===== config.mk =====
export PLATFORM = sky130hd
export DESIGN_NAME = polyval_hash
export DESIGN_NICKNAME = d
export VERILOG_FILES = /design/src/rtl/pv_pkg.sv /design/src/rtl/pv_gfmul.sv /design/src/rtl/polyval_hash.sv
export SDC_FILE = /design/constraint.sdc
export NUM_CORES = 2
export LEC_CHECK = 0
export BUFFER_PORTS_ARGS = -buffer_cell sky130_fd_sc_hd__buf_2
export CORE_MARGIN = 2
export CORE_UTILIZATION = 30
export CTS_CLUSTER_SIZE = 30
export DETAILED_ROUTE_END_ITERATION = 16
export SYNTH_ARGS = -nofsm -noshare
export SYNTH_HDL_FRONTEND = slang
export SYNTH_SLANG_ARGS = --single-unit

===== constraint.sdc =====
create_clock -name clk -period 16 [get_ports clk]
set_input_delay 3.2 -clock clk [delete_from_list [all_inputs] [get_ports clk]]
set_output_delay 3.2 -clock clk [all_outputs]
set_load 0.02 [all_outputs]

===== src/rtl/pv_pkg.sv =====
// Shared types and constants for the POLYVAL hash block.
package pv_pkg;

	localparam int unsigned HALF_W   = 64;
	localparam int unsigned BLOCK_W  = 2 * HALF_W;
	localparam int unsigned DIGIT_W  = 16;
	localparam int unsigned STEPS    = BLOCK_W / DIGIT_W;
	localparam int unsigned STEP_W   = $clog2(STEPS);
	localparam int unsigned BYTES    = BLOCK_W / 8;
	localparam int unsigned COUNT_W  = 5;
	localparam int unsigned PROD_W   = BLOCK_W + DIGIT_W - 1;
	localparam int unsigned IN_W     = 136;
	localparam int unsigned CFG_IDX_W = 2;

	// x^-1 folds a set low coefficient into x^127 + x^126 + x^125 + x^120.
	localparam logic [BLOCK_W-1:0] REDUCE = {8'hE1, 120'd0};

	localparam logic [CFG_IDX_W-1:0] REG_KEY_LOW   = 2'd0;
	localparam logic [CFG_IDX_W-1:0] REG_KEY_HIGH  = 2'd1;
	localparam logic [CFG_IDX_W-1:0] REG_INIT_LOW  = 2'd2;
	localparam logic [CFG_IDX_W-1:0] REG_INIT_HIGH = 2'd3;

	typedef enum logic [1:0] {
		PV_IDLE,
		PV_MUL,
		PV_FIN
	} pv_state_t;

endpackage


===== src/rtl/pv_gfmul.sv =====
// Digit-serial GF(2^128) multiplier computing a * b * x^-128, 16 bits of a per cycle.
module pv_gfmul (
	input  logic                          clk,
	input  logic                          arst_n,
	input  logic                          start,
	input  logic [pv_pkg::BLOCK_W-1:0]    a,
	input  logic [pv_pkg::BLOCK_W-1:0]    b,
	output logic                          busy,
	output logic                          done,
	output logic [pv_pkg::BLOCK_W-1:0]    result
);

	logic [pv_pkg::BLOCK_W-1:0] a_q;
	logic [pv_pkg::BLOCK_W-1:0] r_q;
	logic [pv_pkg::STEP_W-1:0]  cnt_q;
	logic                       busy_q;
	logic [pv_pkg::PROD_W-1:0]  prod;
	logic [pv_pkg::BLOCK_W-1:0] next_r;

	// One digit: add digit * b to the partial result, then multiply by x^-16.
	// The fold masks never reach the low sixteen bits, so every low bit folds
	// independently of the others.
	always_comb begin
		prod = {{(pv_pkg::DIGIT_W-1){1'b0}}, r_q};
		for (int j = 0; j < int'(pv_pkg::DIGIT_W); j++) begin
			if (a_q[j]) begin
				prod = prod ^ ({{(pv_pkg::DIGIT_W-1){1'b0}}, b} << j);
			end
		end
		next_r = {1'b0, prod[pv_pkg::PROD_W-1:pv_pkg::DIGIT_W]};
		for (int s = 0; s < int'(pv_pkg::DIGIT_W); s++) begin
			if (prod[s]) begin
				next_r = next_r ^ (pv_pkg::REDUCE >> (int'(pv_pkg::DIGIT_W) - 1 - s));
			end
		end
	end

	always_ff @(posedge clk or negedge arst_n) begin
		if (!arst_n) begin
			busy_q <= 1'b0;
			cnt_q  <= '0;
		end else if (start) begin
			busy_q <= 1'b1;
			cnt_q  <= '0;
		end else if (busy_q) begin
			cnt_q <= cnt_q + 1'b1;
			if (cnt_q == pv_pkg::STEP_W'(pv_pkg::STEPS - 1)) begin
				busy_q <= 1'b0;
			end
		end
	end

	always_ff @(posedge clk) begin
		if (start) begin
			a_q <= a;
			r_q <= '0;
		end else if (busy_q) begin
			a_q <= a_q >> pv_pkg::DIGIT_W;
			r_q <= next_r;
		end
	end

	assign busy   = busy_q;
	assign done   = busy_q && (cnt_q == pv_pkg::STEP_W'(pv_pkg::STEPS - 1));
	assign result = next_r;

endmodule


===== src/rtl/polyval_hash.sv =====
// POLYVAL hash top level: configuration, message control and result register.
// In the cycle a block is accepted, its bytes are masked, the masked block is
// xored onto the accumulator value and the sum is loaded into the
// digit-serial multiplier, which then consumes sixteen bits of the operand per
// cycle against the full key. A block with no valid bytes skips the
// multiplier. A last block then moves the tag into the output register in a
// finishing state, and waits there while an earlier tag has not been taken.
// The key and init registers must only be written while no block is in work.
module polyval_hash (
	input  logic                            clk,
	input  logic                            arst_n,
	input  logic                            cfg_wr_en,
	input  logic [pv_pkg::CFG_IDX_W-1:0]    cfg_index,
	input  logic [pv_pkg::HALF_W-1:0]       cfg_data,
	input  logic                            s_tvalid,
	output logic                            s_tready,
	// block_low [63:0], block_high [127:64], valid_bytes [132:128], zero pad
	input  logic [pv_pkg::IN_W-1:0]         s_tdata,
	input  logic                            s_tlast,
	output logic                            m_tvalid,
	input  logic                            m_tready,
	// tag_low [63:0], tag_high [127:64]
	output logic [pv_pkg::BLOCK_W-1:0]      m_tdata
);

	logic [pv_pkg::BLOCK_W-1:0] key_q;
	logic [pv_pkg::BLOCK_W-1:0] init_q;
	logic [pv_pkg::BLOCK_W-1:0] acc_q;
	logic [pv_pkg::BLOCK_W-1:0] out_q;
	logic                       out_valid_q;
	logic                       open_q;
	logic                       last_q;
	pv_pkg::pv_state_t          state_q;
	pv_pkg::pv_state_t          state_d;

	logic                       accept;
	logic                       emit;
	logic [pv_pkg::COUNT_W-1:0] vb_raw;
	logic [pv_pkg::COUNT_W-1:0] vb_sat;
	logic [pv_pkg::BLOCK_W-1:0] byte_mask;
	logic [pv_pkg::BLOCK_W-1:0] base;
	logic [pv_pkg::BLOCK_W-1:0] operand;
	logic                       mul_start;
	logic                       mul_busy;
	logic                       mul_done;
	logic [pv_pkg::BLOCK_W-1:0] mul_result;

	assign vb_raw = s_tdata[pv_pkg::BLOCK_W +: pv_pkg::COUNT_W];
	assign vb_sat = (vb_raw > pv_pkg::COUNT_W'(pv_pkg::BYTES)) ?
			pv_pkg::COUNT_W'(pv_pkg::BYTES) : vb_raw;

	always_comb begin
		for (int i = 0; i < int'(pv_pkg::BYTES); i++) begin
			byte_mask[8*i +: 8] = (pv_pkg::COUNT_W'(i) < vb_sat) ? 8'hFF : 8'h00;
		end
	end

	// A new message starts from the init value rather than the old accumulator.
	assign base      = open_q ? acc_q : init_q;
	assign operand   = base ^ (s_tdata[pv_pkg::BLOCK_W-1:0] & byte_mask);
	assign accept    = s_tvalid && s_tready;
	assign mul_start = accept && (vb_sat != '0);

	pv_gfmul u_gfmul (
		.clk    (clk),
		.arst_n (arst_n),
		.start  (mul_start),
		.a      (operand),
		.b      (key_q),
		.busy   (mul_busy),
		.done   (mul_done),
		.result (mul_result)
	);

	always_comb begin
		state_d  = state_q;
		s_tready = 1'b0;
		emit     = 1'b0;
		case (state_q)
			pv_pkg::PV_IDLE: begin
				s_tready = 1'b1;
				if (s_tvalid) begin
					if (vb_sat != '0) begin
						state_d = pv_pkg::PV_MUL;
					end else if (s_tlast) begin
						state_d = pv_pkg::PV_FIN;
					end
				end
			end
			pv_pkg::PV_MUL: begin
				if (mul_done) begin
					state_d = last_q ? pv_pkg::PV_FIN : pv_pkg::PV_IDLE;
				end
			end
			pv_pkg::PV_FIN: begin
				if (!out_valid_q || m_tready) begin
					emit    = 1'b1;
					state_d = pv_pkg::PV_IDLE;
				end
			end
			default: begin
				state_d = pv_pkg::PV_IDLE;
			end
		endcase
	end

	always_ff @(posedge clk or negedge arst_n) begin
		if (!arst_n) begin
			state_q     <= pv_pkg::PV_IDLE;
			out_valid_q <= 1'b0;
			open_q      <= 1'b0;
			key_q       <= '0;
			init_q      <= '0;
		end else begin
			state_q <= state_d;
			if (emit) begin
				out_valid_q <= 1'b1;
			end else if (m_tready) begin
				out_valid_q <= 1'b0;
			end
			if (accept) begin
				open_q <= !s_tlast;
			end
			if (cfg_wr_en) begin
				case (cfg_index)
					pv_pkg::REG_KEY_LOW:   key_q[pv_pkg::HALF_W-1:0] <= cfg_data;
					pv_pkg::REG_KEY_HIGH:  key_q[pv_pkg::BLOCK_W-1:pv_pkg::HALF_W] <= cfg_data;
					pv_pkg::REG_INIT_LOW:  init_q[pv_pkg::HALF_W-1:0] <= cfg_data;
					pv_pkg::REG_INIT_HIGH: init_q[pv_pkg::BLOCK_W-1:pv_pkg::HALF_W] <= cfg_data;
					default: begin
					end
				endcase
			end
		end
	end

	always_ff @(posedge clk) begin
		if (accept) begin
			acc_q  <= base;
			last_q <= s_tlast;
		end else if (mul_done) begin
			acc_q <= mul_result;
		end
		if (emit) begin
			out_q <= acc_q;
		end
	end

	assign m_tvalid = out_valid_q;
	assign m_tdata  = out_q;

	// The multiplier only runs while the controller waits on it.
	assert property (@(posedge clk) disable iff (!arst_n)
		mul_busy |-> (state_q == pv_pkg::PV_MUL))
		else $error("multiplier busy outside the multiply state");

	// A block with valid bytes always starts the multiplier.
	assert property (@(posedge clk) disable iff (!arst_n)
		(accept && (vb_sat != '0)) |=> mul_busy)
		else $error("accepted block did not start the multiplier");

	// No new block is taken while a multiplication is in flight.
	assert property (@(posedge clk) disable iff (!arst_n)
		mul_busy |-> !s_tready)
		else $error("input ready while multiplier busy");

	// Moving a tag out always leaves a valid result behind.
	assert property (@(posedge clk) disable iff (!arst_n)
		emit |=> m_tvalid)
		else $error("emitted tag not presented");

endmodule

==> summary.md <==
| Metric | Value |
|---|---|
| Status | finished, violations left |
| Failing checks | max-slew violations |
| Syn Inst Count | 6955 |
| Worst min path class | reg -> reg |
| Setup violations, final | 0 |
| Placed Cells | around 9400 |
| Post-CTS Setup Inserts | 0 |
| Htree depth | 3 |
| Critical Path Fanout Max | 77 |
| Number of DRC markers in iteration 0 | ~6300 |
| Final Max Tran Viols | 10 |
| Final worst path period need | around 6.1 ns |
| Vias in the first global route | 45463 |
| Final Cell Area | 0.0652 sq mm |
| Async SR Flop Fraction | 0.340 |
| IO Pins | ~340 |
| Hold Buf Count CTS | 0 |
| Row cnt | 163 |
| Port bufs | 334 |
| Max_cap viols | 0 |
| Drt pass-1 iters | 6 |
| TritonCTS clock tree | done |
| Area Overhead vs Synth | 9.90% |
| RSZ-0062 raised after global routing | no |
| Post-Syn Nets | 7165 |
| Core Box Area | 0.197 sq mm |
| Gr usage total | 0.228 |
| Detail Route Antenna Nets | 0 |
| Final Wtd Congestion | 0.935 |
| Die W | 449 um |
| Unique masters post-synth | 39 |
| Worst setup EP type | flop |
| Final Cycle Share | 0.381 |
| Worst-margin pin slew | 1.51 ns |
| Fin nets | 7014 |
| Die area | 0.201 sq mm |
| Clock buffer count from CTS | 79 |
| Worst EP required | 16.28 ns |
| PostCTS Resize Cnt | 0 |
| Routed WL per cell | ~25 um |
| TNS Setup | 0 ns |
| Placed Instance Area | between 0.06 and 0.07 sq mm |
| Skew-Pair Late Insertion Delay | 0.70 ns |
| DR vias/cell | approximately 5.1 |
| Final wirelength | 239000 um |
| Setup crit start kind | primary input |
| Max-Slew Margin vs Limit | -0.00444 |
| Initial antenna violation count | between 40 and 50 |
| Clk pin slew, worst setup/hold paths | roughly 0.060 ns |
| Die Y | between 400 and 500 um |
| CTS Root Cell | clkbuf_16 |
| Syn. warnings | 0 |
| Skew final | between 0.04 and 0.05 ns |
| Remaining DRCs | 0 |
| Share of post-route cells with drive strength above 1 | 0.114 |
| Post-synth EDFFs | around 390 |
| Post-Synthesis Cell Area | 0.0593 sq mm |
| Layout Cells excl Fill | 9552 |
| Yosys reg bits | 777 |
| First-pass GRT wire length | 339000 um |
| Hold Vio Cnt, Final | 0 |
| Sink Count | approximately 800 |
| Syn avg cell area | 8.53 sq um |
| DP Wirelength | 153000 um |
| Max clock buf depth | 3 |
| CP Data Arrival Time | 6.37 ns |
| Via count | 49041 |
| Effective utilization at floorplan | 0.301 |
| Commonest non-fill, non-tap cell in the layout | nand2_1 |
| Largest net degree at the start of global routing | ~130 |
| Seq/Total Area, Yosys | 0.349 |
| Commonest non-fill, non-tap cells in the layout | nand2_1 (2402), xnor2_1 (1857), edfxtp_1 (385) |
| Primary FF master, synth | edfxtp_1 |
| CP Class | in -> reg |
| Gr ovfl total | 0 |
| F_max | between 0.15 and 0.2 GHz |
## cell usage after synthesis, types with 2 or more instances
master    number  area share
mux2_2       257       0.049
clkbuf_1     304       0.019
inv_1          3     0.00019
mux2i_1      251       0.042
buf_2         95      0.0080
nand3b_1       4     0.00051
xor2_1       309       0.046
or2_2          2     0.00021
edfxtp_1     385        0.19
xnor2_1     1857        0.27
a211oi_1       5     0.00063
a21oi_1       12      0.0010
nand2b_1       5     0.00053
ha_1           2     0.00042
o21ai_0      230       0.019
a21o_1         2     0.00025
xnor3_1       25      0.0095
dfxtp_1      128       0.043
nand2_1     2405        0.15
dfrtp_1      264        0.11
nand3_1        2     0.00017
nor3_1         7     0.00059
buf_1        216       0.014
nor2_1       168       0.011
o21bai_1       2     0.00025
buf_6          2     0.00038
## cell type report
| type | instances | area (sq um) |
|---|---|---|
| repair buffers | 385 | 2210 |
| diodes | 42 | 105 |
| inverters | 3 | 11.3 |
| fillers | 20307 | 132000 |
| multi-input cells | 5558 | 36200 |
| clock inverters | 39 | 400 |
| well taps | 2640 | 3300 |
| clock buffers | 108 | 2230 |
| flip-flops and latches | 777 | 20700 |
## state kept, by name, summed over array words and instances, names as in the netlist
signal	flops
init_q	128
state_q	2
key_q	128
last_q	1
acc_q	128
u_gfmul.busy	1
m_tvalid	1
u_gfmul.r_q	128
m_tdata	128
open_q	1
u_gfmul.a_q	128
u_gfmul.cnt_q	3
## worst max-delay path, stage by stage
cell and delay (ns):
buf_2 0.12, nand2_4 0.31, buf_4 0.51, a21o_4 0.47, nand2_4 0.67, buf_4 0.86
## layer usage
layer,vias up,part of all wire,GRT usage
li1,21370,-,-
met1,23957,0.38,0.290
met3,587,0.11,0.0450
met4,20,0.077,0.153
met5,-,0.00051,0
met2,3107,0.44,0.350
## kinds of logic after synthesis
| family | share of synthesized area |
|---|---|
| XOR/XNOR | 0.330 |
| adder cells (fa/ha/maj) | 0.000422 |
| AO/OA/AOI/OAI | 0.0222 |
| flip-flops | 0.349 |
| AND/OR/NAND/NOR | 0.165 |
| buffers and inverters | 0.0415 |
| multiplexers | 0.0911 |
## per-stage QoR
stage	util	hold slack (ns)	worst slack, ns
2_1_floorplan	-	0.426	6.39
3_3_place_gp	0.317	0.433	9.31
3_5_place_dp	0.317	0.435	9.25
4_1_cts	0.331	0.451	9.98
5_1_grt	0.331	0.464	9.76
6_report	0.331	0.447	9.91
## final timing paths
kind	start	endpoint	slack, ns	cells after the start
worst max-delay path	s_tvalid	u_gfmul.a_q[71]	9.91	6
worst min-delay path	acc_q[4]	m_tdata[4]	0.45	0
worst max register to register	u_gfmul.a_q[12]	acc_q[117]	10.98	10
worst min register to register	acc_q[4]	m_tdata[4]	0.45	0
max in group asynchronous	arst_n	key_q[37]	11.88	2
min in group asynchronous	arst_n	init_q[115]	2.58	1
Power is not shown: default switching activity piles up to over one toggle a cycle in this logic, so the estimate is an artifact.
